**config.mk**
```make
export PLATFORM = sky130hd
export DESIGN_NAME = percent_decoder_core_flat
export DESIGN_NICKNAME = d
export VERILOG_FILES = /design/src/design/pctd_pkg.sv /design/src/design/pctd_if.sv /design/src/design/pctd_decode.sv /design/src/design/pctd_emit.sv /design/src/design/percent_decoder_core.sv /design/src/flat_wrapper.sv
export SDC_FILE = /design/constraint.sdc
export NUM_CORES = 1
export LEC_CHECK = 0
export BUFFER_PORTS_ARGS = -buffer_cell sky130_fd_sc_hd__buf_2
export CORE_MARGIN = 1
export CORE_UTILIZATION = 35
export DETAILED_ROUTE_END_ITERATION = 10
export GPL_ROUTABILITY_DRIVEN = 0
export GPL_TIMING_DRIVEN = 0
export HOLD_SLACK_MARGIN = 0.08
export PLACE_DENSITY = 0.54
export SYNTH_ARGS = -nofsm -noshare
export SYNTH_HDL_FRONTEND = slang
export SYNTH_SLANG_ARGS = --single-unit
```
**constraint.sdc**
```tcl
create_clock -name clk -period 5.1 [get_ports clk]
set_input_delay 1.02 -clock clk [delete_from_list [all_inputs] [get_ports clk]]
set_output_delay 1.02 -clock clk [all_outputs]
set_load 0.05 [all_outputs]
```
**src/design/pctd_pkg.sv**
```systemverilog
// ============================================================================
// pctd_pkg
// Shared constants, types and helper functions for the percent decoder.
// ============================================================================
package pctd_pkg;

    // Characters with a special meaning in the encoded stream
    localparam logic [7:0] PCT_CHAR   = 8'h25;
    localparam logic [7:0] PLUS_CHAR  = 8'h2B;
    localparam logic [7:0] SPACE_CHAR = 8'h20;

    // Most decoded words one encoded word can produce
    localparam int unsigned MAX_RESULTS = 3;
    localparam int unsigned IDX_W       = $clog2(MAX_RESULTS + 1);

    // Escape sequence tracking: nothing held, '%' held, '%' and a digit held
    typedef enum logic [2:0] {
        PH_IDLE  = 3'b001,
        PH_PCT   = 3'b010,
        PH_DIGIT = 3'b100
    } phase_t;

    // Group of decoded words produced by one encoded word
    typedef struct packed {
        logic [IDX_W-1:0]                  cnt;
        logic                              last;
        logic [MAX_RESULTS-1:0][7:0]       data;
    } grp_t;

    // True for 0-9, A-F, a-f
    function automatic logic is_hex(input logic [7:0] c);
        is_hex = ((c >= 8'h30) && (c <= 8'h39)) ||
                 ((c >= 8'h41) && (c <= 8'h46)) ||
                 ((c >= 8'h61) && (c <= 8'h66));
    endfunction

    // Nibble value of a hex digit (don't care for other characters)
    function automatic logic [3:0] nibble_of(input logic [7:0] c);
        logic [7:0] v;
        if (c <= 8'h39)
            v = c - 8'h30;
        else if (c <= 8'h46)
            v = c - 8'h37;
        else
            v = c - 8'h57;
        nibble_of = v[3:0];
    endfunction

    // Plain-text mapping of a character that does not open a sequence
    function automatic logic [7:0] plain_of(input logic [7:0] c);
        plain_of = (c == PLUS_CHAR) ? SPACE_CHAR : c;
    endfunction

endpackage

```
**src/design/pctd_if.sv**
```systemverilog
// ============================================================================
// pctd_if
// Valid/ready stream interfaces for the encoded and decoded byte channels.
// ============================================================================

// Encoded byte stream
interface pctd_in_if;
    logic       valid;
    logic       ready;
    logic [7:0] in_byte;
    logic       in_last;

    modport source (output valid, output in_byte, output in_last, input ready);
    modport sink   (input valid, input in_byte, input in_last, output ready);
endinterface

// Decoded byte stream
interface pctd_out_if;
    logic       valid;
    logic       ready;
    logic [7:0] out_byte;
    logic       out_last;

    modport source (output valid, output out_byte, output out_last, input ready);
    modport sink   (input valid, input out_byte, input out_last, output ready);
endinterface

```
**src/design/pctd_decode.sv**
```systemverilog
// ============================================================================
// pctd_decode
// Escape-sequence state and the single-pass decode of one encoded word into
// a group of up to three decoded words.
// ============================================================================
module pctd_decode (
    input  logic          clk,
    input  logic          rst_n,
    input  logic          advance,
    input  logic [7:0]    in_byte,
    input  logic          in_last,
    output pctd_pkg::grp_t grp
);
    import pctd_pkg::*;

    phase_t     phase_reg, phase_next;
    logic [7:0] held_reg, held_next;

    // Decode one word against the held sequence
    always_comb
    begin
        logic [IDX_W-1:0] n;
        n          = '0;
        grp.data   = '0;
        phase_next = PH_IDLE;
        held_next  = held_reg;

        unique case (phase_reg)
            PH_PCT:
            begin
                if (is_hex(in_byte))
                begin
                    held_next  = in_byte;
                    phase_next = PH_DIGIT;
                end
                else
                begin
                    grp.data[n] = PCT_CHAR;
                    n = n + 1'b1;
                    if (in_byte == PCT_CHAR)
                        phase_next = PH_PCT;
                    else
                    begin
                        grp.data[n] = plain_of(in_byte);
                        n = n + 1'b1;
                    end
                end
            end
            PH_DIGIT:
            begin
                if (is_hex(in_byte))
                begin
                    grp.data[n] = {nibble_of(held_reg), nibble_of(in_byte)};
                    n = n + 1'b1;
                end
                else
                begin
                    // fall back: emit '%', the held digit, then rescan the word
                    grp.data[n] = PCT_CHAR;
                    n = n + 1'b1;
                    grp.data[n] = held_reg;
                    n = n + 1'b1;
                    if (in_byte == PCT_CHAR)
                        phase_next = PH_PCT;
                    else
                    begin
                        grp.data[n] = plain_of(in_byte);
                        n = n + 1'b1;
                    end
                end
            end
            default:
            begin
                if (in_byte == PCT_CHAR)
                    phase_next = PH_PCT;
                else
                begin
                    grp.data[n] = plain_of(in_byte);
                    n = n + 1'b1;
                end
            end
        endcase

        // string ends with a sequence still open: flush it as plain text
        if (in_last)
        begin
            if (phase_next == PH_PCT)
            begin
                grp.data[n] = PCT_CHAR;
                n = n + 1'b1;
            end
            else if (phase_next == PH_DIGIT)
            begin
                grp.data[n] = PCT_CHAR;
                n = n + 1'b1;
                grp.data[n] = held_next;
                n = n + 1'b1;
            end
            phase_next = PH_IDLE;
        end

        grp.cnt  = n;
        grp.last = in_last;
    end

    // Sequence state, updated when the word moves on
    always_ff @(posedge clk or negedge rst_n)
    begin
        if (!rst_n)
        begin
            phase_reg <= PH_IDLE;
            held_reg  <= '0;
        end
        else if (advance)
        begin
            phase_reg <= phase_next;
            held_reg  <= held_next;
        end
    end

endmodule

```
**src/design/pctd_emit.sv**
```systemverilog
// ============================================================================
// pctd_emit
// Result register: holds one decoded group and sends its words one per cycle while dec is ready.
// ============================================================================
module pctd_emit (
    input  logic           clk,
    input  logic           rst_n,
    input  logic           load,
    input  pctd_pkg::grp_t grp,
    output logic           free,
    pctd_out_if.source     dec
);
    import pctd_pkg::*;

    logic                          valid_reg, valid_next;
    logic [IDX_W-1:0]              cnt_reg;
    logic                          last_reg;
    logic [MAX_RESULTS-1:0][7:0]   data_reg;
    logic [IDX_W-1:0]              idx_reg, idx_next;
    logic                          final_word;
    logic                          done;

    // Output word selection
    assign final_word   = (idx_reg == cnt_reg - 1'b1);
    assign dec.valid    = valid_reg;
    assign dec.out_byte = data_reg[idx_reg[IDX_W-1:0]];
    assign dec.out_last = last_reg && final_word;

    // Group finished this cycle, register free for a new one
    assign done = valid_reg && dec.ready && final_word;
    assign free = !valid_reg || done;

    // Next control state
    always_comb
    begin
        valid_next = valid_reg;
        idx_next   = idx_reg;
        if (free)
        begin
            valid_next = load;
            idx_next   = '0;
        end
        else if (dec.ready)
            idx_next = idx_reg + 1'b1;
    end

    always_ff @(posedge clk or negedge rst_n)
    begin
        if (!rst_n)
        begin
            valid_reg <= 1'b0;
            idx_reg   <= '0;
        end
        else
        begin
            valid_reg <= valid_next;
            idx_reg   <= idx_next;
        end
    end

    // Payload
    always_ff @(posedge clk)
    begin
        if (free && load)
        begin
            cnt_reg  <= grp.cnt;
            last_reg <= grp.last;
            data_reg <= grp.data;
        end
    end

endmodule

```
**src/design/percent_decoder_core.sv**
```systemverilog
// ============================================================================
// percent_decoder_core
// Streaming URL percent decoder, one encoded byte per word.
// ============================================================================
// Usage:
//   enc  - encoded bytes in, in_last marks the final byte of a string.
//   dec  - decoded bytes out, out_last marks the final decoded byte.
//   "%hh" (hex digits in either case) becomes one byte, '+' becomes a space,
//   everything else passes. A broken or truncated sequence is sent as plain
//   text; a byte that breaks one is rescanned and may open a new sequence.
// Timing:
//   An accepted word is held in the input register, is decoded in a single
//   pass and lands in the result register once that register is free, from
//   which its first decoded word is put on dec.
//   Throughput is one word per cycle while each word yields at most one
//   result and dec is ready. A word that yields k results (k up to 3) holds
//   the result register until all k are sent, which is what stalls enc during
//   fallback bursts. A word that only opens or extends a sequence yields
//   nothing and passes straight through. The final word of a string always
//   yields at least one result, so out_last is always sent.
// Reset: clears both valid flags and the held sequence.
// Stall: when dec is not ready the result register holds, the input
//   register still takes one more word, and enc then stalls.
// ============================================================================
module percent_decoder_core (
    input  logic       clk,
    input  logic       rst_n,
    pctd_in_if.sink    enc,
    pctd_out_if.source dec
);
    import pctd_pkg::*;

    logic       in_valid_reg;
    logic [7:0] in_byte_reg;
    logic       in_last_reg;
    logic       free;
    logic       advance;
    grp_t       grp;

    // Word moves from the input register into the result register
    assign advance   = in_valid_reg && free;
    assign enc.ready = !in_valid_reg || advance;

    // Input register
    always_ff @(posedge clk or negedge rst_n)
    begin
        if (!rst_n)
            in_valid_reg <= 1'b0;
        else if (enc.ready)
            in_valid_reg <= enc.valid;
    end

    always_ff @(posedge clk)
    begin
        if (enc.ready && enc.valid)
        begin
            in_byte_reg <= enc.in_byte;
            in_last_reg <= enc.in_last;
        end
    end

    // Decode
    pctd_decode u_decode (
        .clk     (clk),
        .rst_n   (rst_n),
        .advance (advance),
        .in_byte (in_byte_reg),
        .in_last (in_last_reg),
        .grp     (grp)
    );

    // Result register and serializer
    pctd_emit u_emit (
        .clk   (clk),
        .rst_n (rst_n),
        .load  (advance && (grp.cnt != '0)),
        .grp   (grp),
        .free  (free),
        .dec   (dec)
    );

endmodule
```
**src/flat_wrapper.sv**
```systemverilog
// flat-port wrapper written by rule: the top's interface ports become plain ports
module percent_decoder_core_flat import pctd_pkg::*;
  (clk, rst_n, enc_valid, enc_in_byte, enc_in_last, enc_ready, dec_valid, dec_out_byte, dec_out_last, dec_ready);
  pctd_in_if enc_i ();
  pctd_out_if dec_i ();
  input  logic clk;
  input  logic rst_n;
  input wire logic [$bits(enc_i.valid)-1:0] enc_valid;
  input wire logic [$bits(enc_i.in_byte)-1:0] enc_in_byte;
  input wire logic [$bits(enc_i.in_last)-1:0] enc_in_last;
  output wire logic [$bits(enc_i.ready)-1:0] enc_ready;
  output wire logic [$bits(dec_i.valid)-1:0] dec_valid;
  output wire logic [$bits(dec_i.out_byte)-1:0] dec_out_byte;
  output wire logic [$bits(dec_i.out_last)-1:0] dec_out_last;
  input wire logic [$bits(dec_i.ready)-1:0] dec_ready;
  assign enc_i.valid = enc_valid;
  assign enc_i.in_byte = enc_in_byte;
  assign enc_i.in_last = enc_in_last;
  assign enc_ready = enc_i.ready;
  assign dec_valid = dec_i.valid;
  assign dec_out_byte = dec_i.out_byte;
  assign dec_out_last = dec_i.out_last;
  assign dec_i.ready = dec_ready;
  percent_decoder_core u_core (.clk(clk), .rst_n(rst_n), .enc(enc_i), .dec(dec_i));
endmodule
```
# Yosys cells after proc, flatten, opt, wreduce, memory -nomap -nowiden
# Index checks and enable logic that the tools add are counted.
# W data, S select, Z words.
# op_classes
n_addsub	10
multipliers	0
div	0
magnitude_cmp	13
n_eq_ne	7
shift	0
n_mux	40
bitwise	3
n_reduce_logical	20
# op_table
cell	count
$mux W24	3
$mux W8	9
$demux W8 S2	2
$mux W16	2
$pmux W8 S2	2
$bwmux W24	1
$le A8 B7 Y1 const B	3
$mux W2	10
$bmux W8 S2	1
$eq A8 B6 Y1 const B	2
$ge A8 B7 Y1 const B	2
$le A8 B6 Y1 const B	2
$mux W4	4
$sub A4 B3 Y4 const B	4
$and A15 B15 Y15	1
$not A15 Y15	1
$logic_and A1 B1 Y1	12
$lt A2 B3 Y1 const B	3
$or A9 B9 Y9	1
$ge A8 B6 Y1 const B	1
$sub A4 B1 Y4 const B	2
$add A2 B1 Y2 const B	3
$eq A3 B2 Y1 const B	2
$eq A3 B3 Y1 const B	2
other kinds (10)	18
# totals
reg_bits	51
latch_bits	0
ramBits	0
mem_bits_ro	0
input_bits	13
out_inout_bits	11
elab_cells	105
memories	0

# Logic depth before layout (Yosys ltp)
# Gate-level depths: netlist (run 1).
# depth
depth_word	16
ltp_mapped	14

# By module
# Synthesis (run 1) repeated with hierarchy kept, for this count alone.
# unflattened
cells_unflattened	295
area_unflattened_um2	3037.9
# by_module_without_submodules
mod	n_inst	cells_per_inst	area_per_inst_um2	seq_area_each_um2
pctd_decode	1	199	1505.2	276.5
pctd_emit	1	81	1194.9	885.8
percent_decoder_core	1	15	337.8	295.3

# Least setup slack after synthesis (run 1)
# No wires, ideal clock.
# synth_path
path_kind	register -> register
start	register u_core.in_byte_reg[0]
end	register u_core.u_emit.cnt_reg[0] (enable)
setup_time_ps	411
t_arrival_ps	3664
setup_slack_ps	1026
path_stages_with_launch	14
n_path_buf	1
synth_period_minus_slack_ps	4074
path_cell_list	edfxtp_1 -> ha_1 -> and3b_1 -> nand2_1 -> clkbuf_1 -> nor2_1 -> or2_2 -> inv_1 -> ha_1 -> o21ai_0 -> a21o_1 -> a21oi_1 -> nor2_1 -> nor2_1
# synth_lines
item	line_no	rtl
start, declared	percent_decoder_core.sv:34	logic [7:0] in_byte_reg;
start signal, assigned	percent_decoder_core.sv:57	in_byte_reg <= enc.in_byte;
end signal, assigned	pctd_emit.sv:66	cnt_reg <= grp.cnt;
end, declared	pctd_emit.sv:16	logic [IDX_W-1:0] cnt_reg;

==> flow_summary.yaml, run 1 <==
worst_setup_path:
  path_max_fanout: 21
  crit_required_ns: 5.11
  worstPathArrival_ns: 3.98
  rr_worst_depth: 15
  crit_path_end_kind: "flip-flop"
  critPathLaunchType: "flip-flop"
  criticalPathCategory: "flip-flop to flip-flop"
final_layout:
  largest_reg_flops: 24
  area_growth_pct: 12.5
  n_fill_cell: 784
  nets: 323
  layout_commonest_cell: "edfxtp_1"
  drive_gt1_frac: 0.173
  final_cell_mix: "edfxtp_1, nand2_1, buf_2"
  n_antenna_cell: 0
sta:
  drv_slew: 0
  fin_crit_sh: 0.778
  slew_headroom: 0.499
  setup_viol: 0
  rsz0062_at_grt: "false"
  tightest_slew_ns: 0.751
  fmax_mhz: 252
  worst_slack_ns: 1.13
  setup_tns_ns: 0
  skew_ns: 0.00574
  period_needed_ns: 3.97
  hold_violations: 0
yosys:
  synthCells: 269
  synth_ff_type: "edfxtp_1"
  netlist.area_leader.share: 0.372
  ys_async_sr_fraction: 0.294
  synthTopCellsByArea: "edfxtp_1, dfrtp_1, ha_1"
  syn_nets: 292
  netlist-cell-type-count: 53
  synth_seq_area_share: 0.501
  syn-cell-area_um2: 2910
  yosysTopAreaCell: "edfxtp_1"
  ys_seq_elements: 51
  yosysWarnings: 0
  synth_area_per_cell_um2: 10.8
  synth_edf_count: 36
flow_run:
  drv_cap: 0
floorplanning:
  io_pins: 24
  start_util: 0.369
  fp.coreArea_um2: 7890
  rows: 32
  die-height_um: 93.2
  dieArea_um2: 8680
  dieWidth_um: 93.2
power_and_ir_drop:
  p_seq_frac: 0.428
  switchingPower_mw: 0.580
  swShare: 0.410
  power_frac_clock: 0.182
  p_int_mw: 0.833
  powerDensity_nw_per_um2: 432
  power_frac_comb: 0.390
  irDropWorstVdd_uv: 125
  p_leak_nw: 1.36
clock_network:
  cts_buffer_depth: 2
  cts_tree: "done"
  numCtsBuffers: 5
  cts_resized: 0
  cts.clk_slew.worst_paths_ns: 0.09
  clk_latency_ns: 0.31
  postCtsSetupRepairBufs: 0
  cts_hold_buf: 0
  root_buffer: "clkbuf_8"
  cts.sinks: 51
  cts_max_level: 2
global_routing:
  grtUsageTotal: 0.163
  antenna_found_initial: 0
  grt_pass1_wl_um: 10700
  overflow: 0
  grt_pass1_vias: 2061
  grt_max_degree: 22
detailed_routing:
  first_pass_iters: 5
  initialDrtViolationCount: 93
  wl_met1_um: 3000
  drc: 0
  post_drt_wl_per_cell_um: 16.0
  wl_um: 6450
  highest_layer: "met4"
  vias: 2124
  viasPerCell: 5.27
  met2_length_um: 3010
  wl_met3_um: 350
  ant_nets: 0
placed_design:
  port_buffers: 23
  post-place-ws_ns: 1.15
  dp_hpwl_um: 4880
outcome:
  status: "complete, no violations"
min_path:
  min_path_type: "flip-flop to flip-flop"
  holdPathStages: 0
per-layer routing:
layer,up-vias,global-route usage
met5,-,0
met4,0,0.0590
met3,7,0.0293
met2,63,0.270
met1,1002,0.213
li1,1052,-
through the flow:
stage | std cells | utilization | power, mW | hold WS (ns) | area (um^2)
2_1_floorplan | 269 | - | 1.03 | 0.424 | 2910
3_3_place_gp | 394 | 0.400 | 1.16 | 0.438 | 3150
3_5_place_dp | 395 | 0.402 | 1.18 | 0.440 | 3170
4_1_cts | 403 | 0.415 | 1.43 | 0.463 | 3270
5_1_grt | 403 | 0.415 | 1.50 | 0.487 | 3270
6_report | 403 | 0.415 | 1.41 | 0.461 | 3270
power by group through the flow:
stage / logic (mW) / registers, mW / clock network (mW)
after floorplan: 0.422 / 0.605 / 0
after global placement: 0.546 / 0.617 / 0
after detailed placement: 0.562 / 0.614 / 0
after CTS: 0.563 / 0.605 / 0.261
after global routing: 0.606 / 0.616 / 0.276
final: 0.551 / 0.604 / 0.257
area by class of cell:
type	count	area, um^2	area share
Tap cell	102	128	0.0390
Clock inverter	1	7.51	0.00229
Sequential cell	51	1460	0.445
Clock buffer	7	96.3	0.0294
Timing Repair Buffer	24	130	0.0398
Buffer	12	67.6	0.0206
Inverter	11	41.3	0.0126
Multi-Input combinational cell	195	1350	0.411
synthesized netlist by cell type (3+ instances only):
library cell	number
inv_1	11
edfxtp_1	36
nand2b_1	4
nand4_1	4
o2bb2ai_1	3
mux2_4	4
nand2_1	33
a211o_1	4
a21o_1	5
nor2_1	16
o31ai_1	3
ha_1	10
mux2i_1	11
xnor2_1	5
o22ai_1	5
and3_1	4
dfrtp_1	14
clkbuf_1	8
a22oi_1	3
a21oi_1	9
and2_1	8
nand3_1	5
o21ai_0	17
buf_6	3
a22o_1	6
xor2_1	4
path summary, 6_finish.rpt:
| check | startpoint | end | slack, ns |
|---|---|---|---|
| min in group asynchronous | rst_n | u_core.u_decode.phase_reg[2] | 0.62 |
| max reg2reg | u_core.in_byte_reg[1] | u_core.u_emit.data_reg[9] | 1.13 |
| min reg2reg | u_core.in_last_reg | u_core.u_emit.last_reg | 0.46 |
| min | u_core.in_last_reg | u_core.u_emit.last_reg | 0.46 |
| max in group asynchronous | rst_n | u_core.u_decode.phase_reg[0] | 4.17 |
| max | u_core.in_byte_reg[1] | u_core.u_emit.data_reg[9] | 1.13 |
worst max-delay path, cell delays in order (launching register included):
cell,delay (ns)
edfxtp_1,0.47
inv_1,0.13
ha_1,0.22
and3b_1,0.22
nand2_1,0.23
clkbuf_1,0.42
nor2_1,0.09
or2_2,0.32
inv_1,0.09
ha_1,0.25
o21ai_0,0.12
a21o_1,0.20
a21oi_1,0.24
nor2_1,0.08
nor2_2,0.33
buf_8,0.24
kinds of logic after synthesis:
family / after synthesis / share of synthesized area
simple gates: 86 / 0.150
fa+ha+maj: 10 / 0.0430
mux: 16 / 0.0624
xor+xnor: 9 / 0.0271
buf+inv: 23 / 0.0374
compound gates: 74 / 0.179
flops: 51 / 0.501
Note: power is estimated with default switching activity, not from simulation.
==> inputs of run 2 (changes only) <==
--- a/config.mk
+++ b/config.mk
@@ -12,7 +12,7 @@
 export GPL_ROUTABILITY_DRIVEN = 0
 export GPL_TIMING_DRIVEN = 0
 export HOLD_SLACK_MARGIN = 0.08
-export PLACE_DENSITY = 0.54
+export PLACE_DENSITY = 0.56
 export SYNTH_ARGS = -nofsm -noshare
 export SYNTH_HDL_FRONTEND = slang
 export SYNTH_SLANG_ARGS = --single-unit
==> constraint.sdc (replaced) <==
create_clock -name clk -period 3.23 [get_ports clk]
set_input_delay 0.646 -clock clk [delete_from_list [all_inputs] [get_ports clk]]
set_output_delay 0.646 -clock clk [all_outputs]
set_load 0.05 [all_outputs]
==> flow_summary.yaml, run 2 (synthesis gave the netlist of run 1 again) <==
power_and_ir_drop:
  irDropWorstVdd_uv: 310
  powerDensity_nw_per_um2: 688
  p_leak_nw: 1.46
  power_mw: 2.37
detailed_routing:
  wl_met1_um: 3220
  ant_nets: 0
  highest_layer: "met4"
  met2_length_um: 3300
  vias: 2197
  wl_um: 6890
  drc: 0
  viasPerCell: 5.29
  initialDrtViolationCount: 151
  post_drt_wl_per_cell_um: 16.6
  wl_met3_um: 279
  first_pass_iters: 4
worst_setup_path:
  crit_path_end_kind: "flip-flop"
  crit_required_ns: 3.26
  criticalPathCategory: "flip-flop to flip-flop"
  rr_worst_depth: 11
  critPathLaunchType: "flip-flop"
  reg2reg_slack_ns: 0.18
  worstPathArrival_ns: 3.08
  path_max_fanout: 8
  rr_endpoint: "u_core.u_emit.cnt_reg[0]"
  worstReg2RegStart: "u_core.in_byte_reg[6]"
sta:
  fmax_mhz: 328
  period_needed_ns: 3.05
  setup_viol: 0
  drv_slew: 0
  tightest_slew_ns: 0.789
  setup_tns_ns: 0
  skew_ns: 0.00593
  slew_headroom: 0.474
  fin_crit_sh: 0.945
  hold_violations: 0
clock_network:
  clk_latency_ns: 0.31
  cts_buffer_depth: 2
  root_buffer: "clkbuf_8"
  cts_max_level: 2
  cts_tree: "done"
  cts.sinks: 51
  numCtsBuffers: 5
  cts_hold_buf: 0
  cts.clk_slew.worst_paths_ns: 0.09
floorplanning:
  start_util: 0.369
  io_pins: 24
  dieWidth_um: 93.2
  fp.coreArea_um2: 7890
  dieArea_um2: 8680
  die-height_um: 93.2
  rows: 32
final_layout:
  n_fill_cell: 758
  area_growth_pct: 18.5
  final_cell_mix: "edfxtp_1, nand2_1, buf_2"
  nets: 335
  n_antenna_cell: 0
  final_cells: 415
  drive_gt1_frac: 0.240
  layout_commonest_cell: "edfxtp_1"
  largest_reg_flops: 24
global_routing:
  grt_pass1_vias: 2166
  grt_max_degree: 17
  antenna_found_initial: 0
  grt_pass1_wl_um: 11500
  overflow: 0
  grtUsageTotal: 0.176
outcome:
  status: "complete, no violations"
placed_design:
  dp_hpwl_um: 4800
  port_buffers: 23
  dpl.cell_count: 394
min_path:
  min_path_type: "input pin to asynchronous set/reset pin"
flow_run:
  drv_cap: 0
[run 2: repair_timing]
action / 4_1_cts / 5_1_grt
resized for setup: 6 / 9
cloned: 1 / 0
pin swaps: 2 / 4
endpoints found under the setup margin: 27 / 29
buffers inserted: 8 / 4
[run 2: how the worst max path moves through the flow]
stage,start,endpoint,slack [ns],depth (start not counted)
6_report,u_core.in_byte_reg[6],u_core.u_emit.cnt_reg[0],0.18,11
3_3_place_gp,u_core.in_byte_reg[1],u_core.u_emit.data_reg[16],-0.53,14
4_1_cts,u_core.in_byte_reg[1],u_core.u_emit.cnt_reg[0],0.01,15
3_5_place_dp,u_core.in_byte_reg[1],u_core.u_emit.data_reg[16],-0.58,14
2_1_floorplan,u_core.in_byte_reg[0],u_core.u_emit.cnt_reg[0],0.0009,13
5_1_grt,u_core.in_byte_reg[6],u_core.u_emit.cnt_reg[0],-0.001,11
[run 2: area by class of cell]
cell class              instances  area (um^2)  area share
flip-flops and latches         51         1460       0.423
multi-input cells             196         1400       0.406
repair buffers                 35          218      0.0631
well taps                     102          128      0.0370
clock buffers                   7          119      0.0345
plain buffers                  12         76.3      0.0221
inverters                      11         41.3      0.0120
clock inverters                 1         7.51     0.00218
[run 2: where the power goes]
| part | switching, mW | internal (mW) |
|---|---|---|
| Clock | 0.221 | 0.247 |
| Combinational | 0.665 | 0.286 |
| Sequential | 0.0732 | 0.880 |
[run 2: routing by layer]
| layer | track usage | vias to the layer above |
|---|---|---|
| li1 | - | 1075 |
| met4 | 0.0538 | 0 |
| met3 | 0.0220 | 7 |
| met1 | 0.242 | 1059 |
| met2 | 0.290 | 56 |
| met5 | 0 | - |
[run 2: critical path, cell delays in order, from the launching register on]
cell      delay, ns
edfxtp_1       0.57
nor4b_4        0.45
a21boi_1       0.20
or2_2          0.37
inv_1          0.09
ha_2           0.18
o21ai_0        0.09
a21o_1         0.21
a21oi_2        0.19
nor2_2         0.11
nor2_4         0.14
buf_4          0.17
[run 2: per-stage QoR]
step / hold WS, ns / cell area, um^2 / util / worst slack (ns)
after global placement: 0.437 / 3170 / 0.401 / -0.531
after floorplan: 0.350 / 2920 / - / 0.000873
final: 0.234 / 3450 / 0.437 / 0.178
after CTS: 0.243 / 3400 / 0.431 / 0.00994
after global routing: 0.250 / 3450 / 0.437 / -0.00117
after detailed placement: 0.433 / 3170 / 0.401 / -0.578
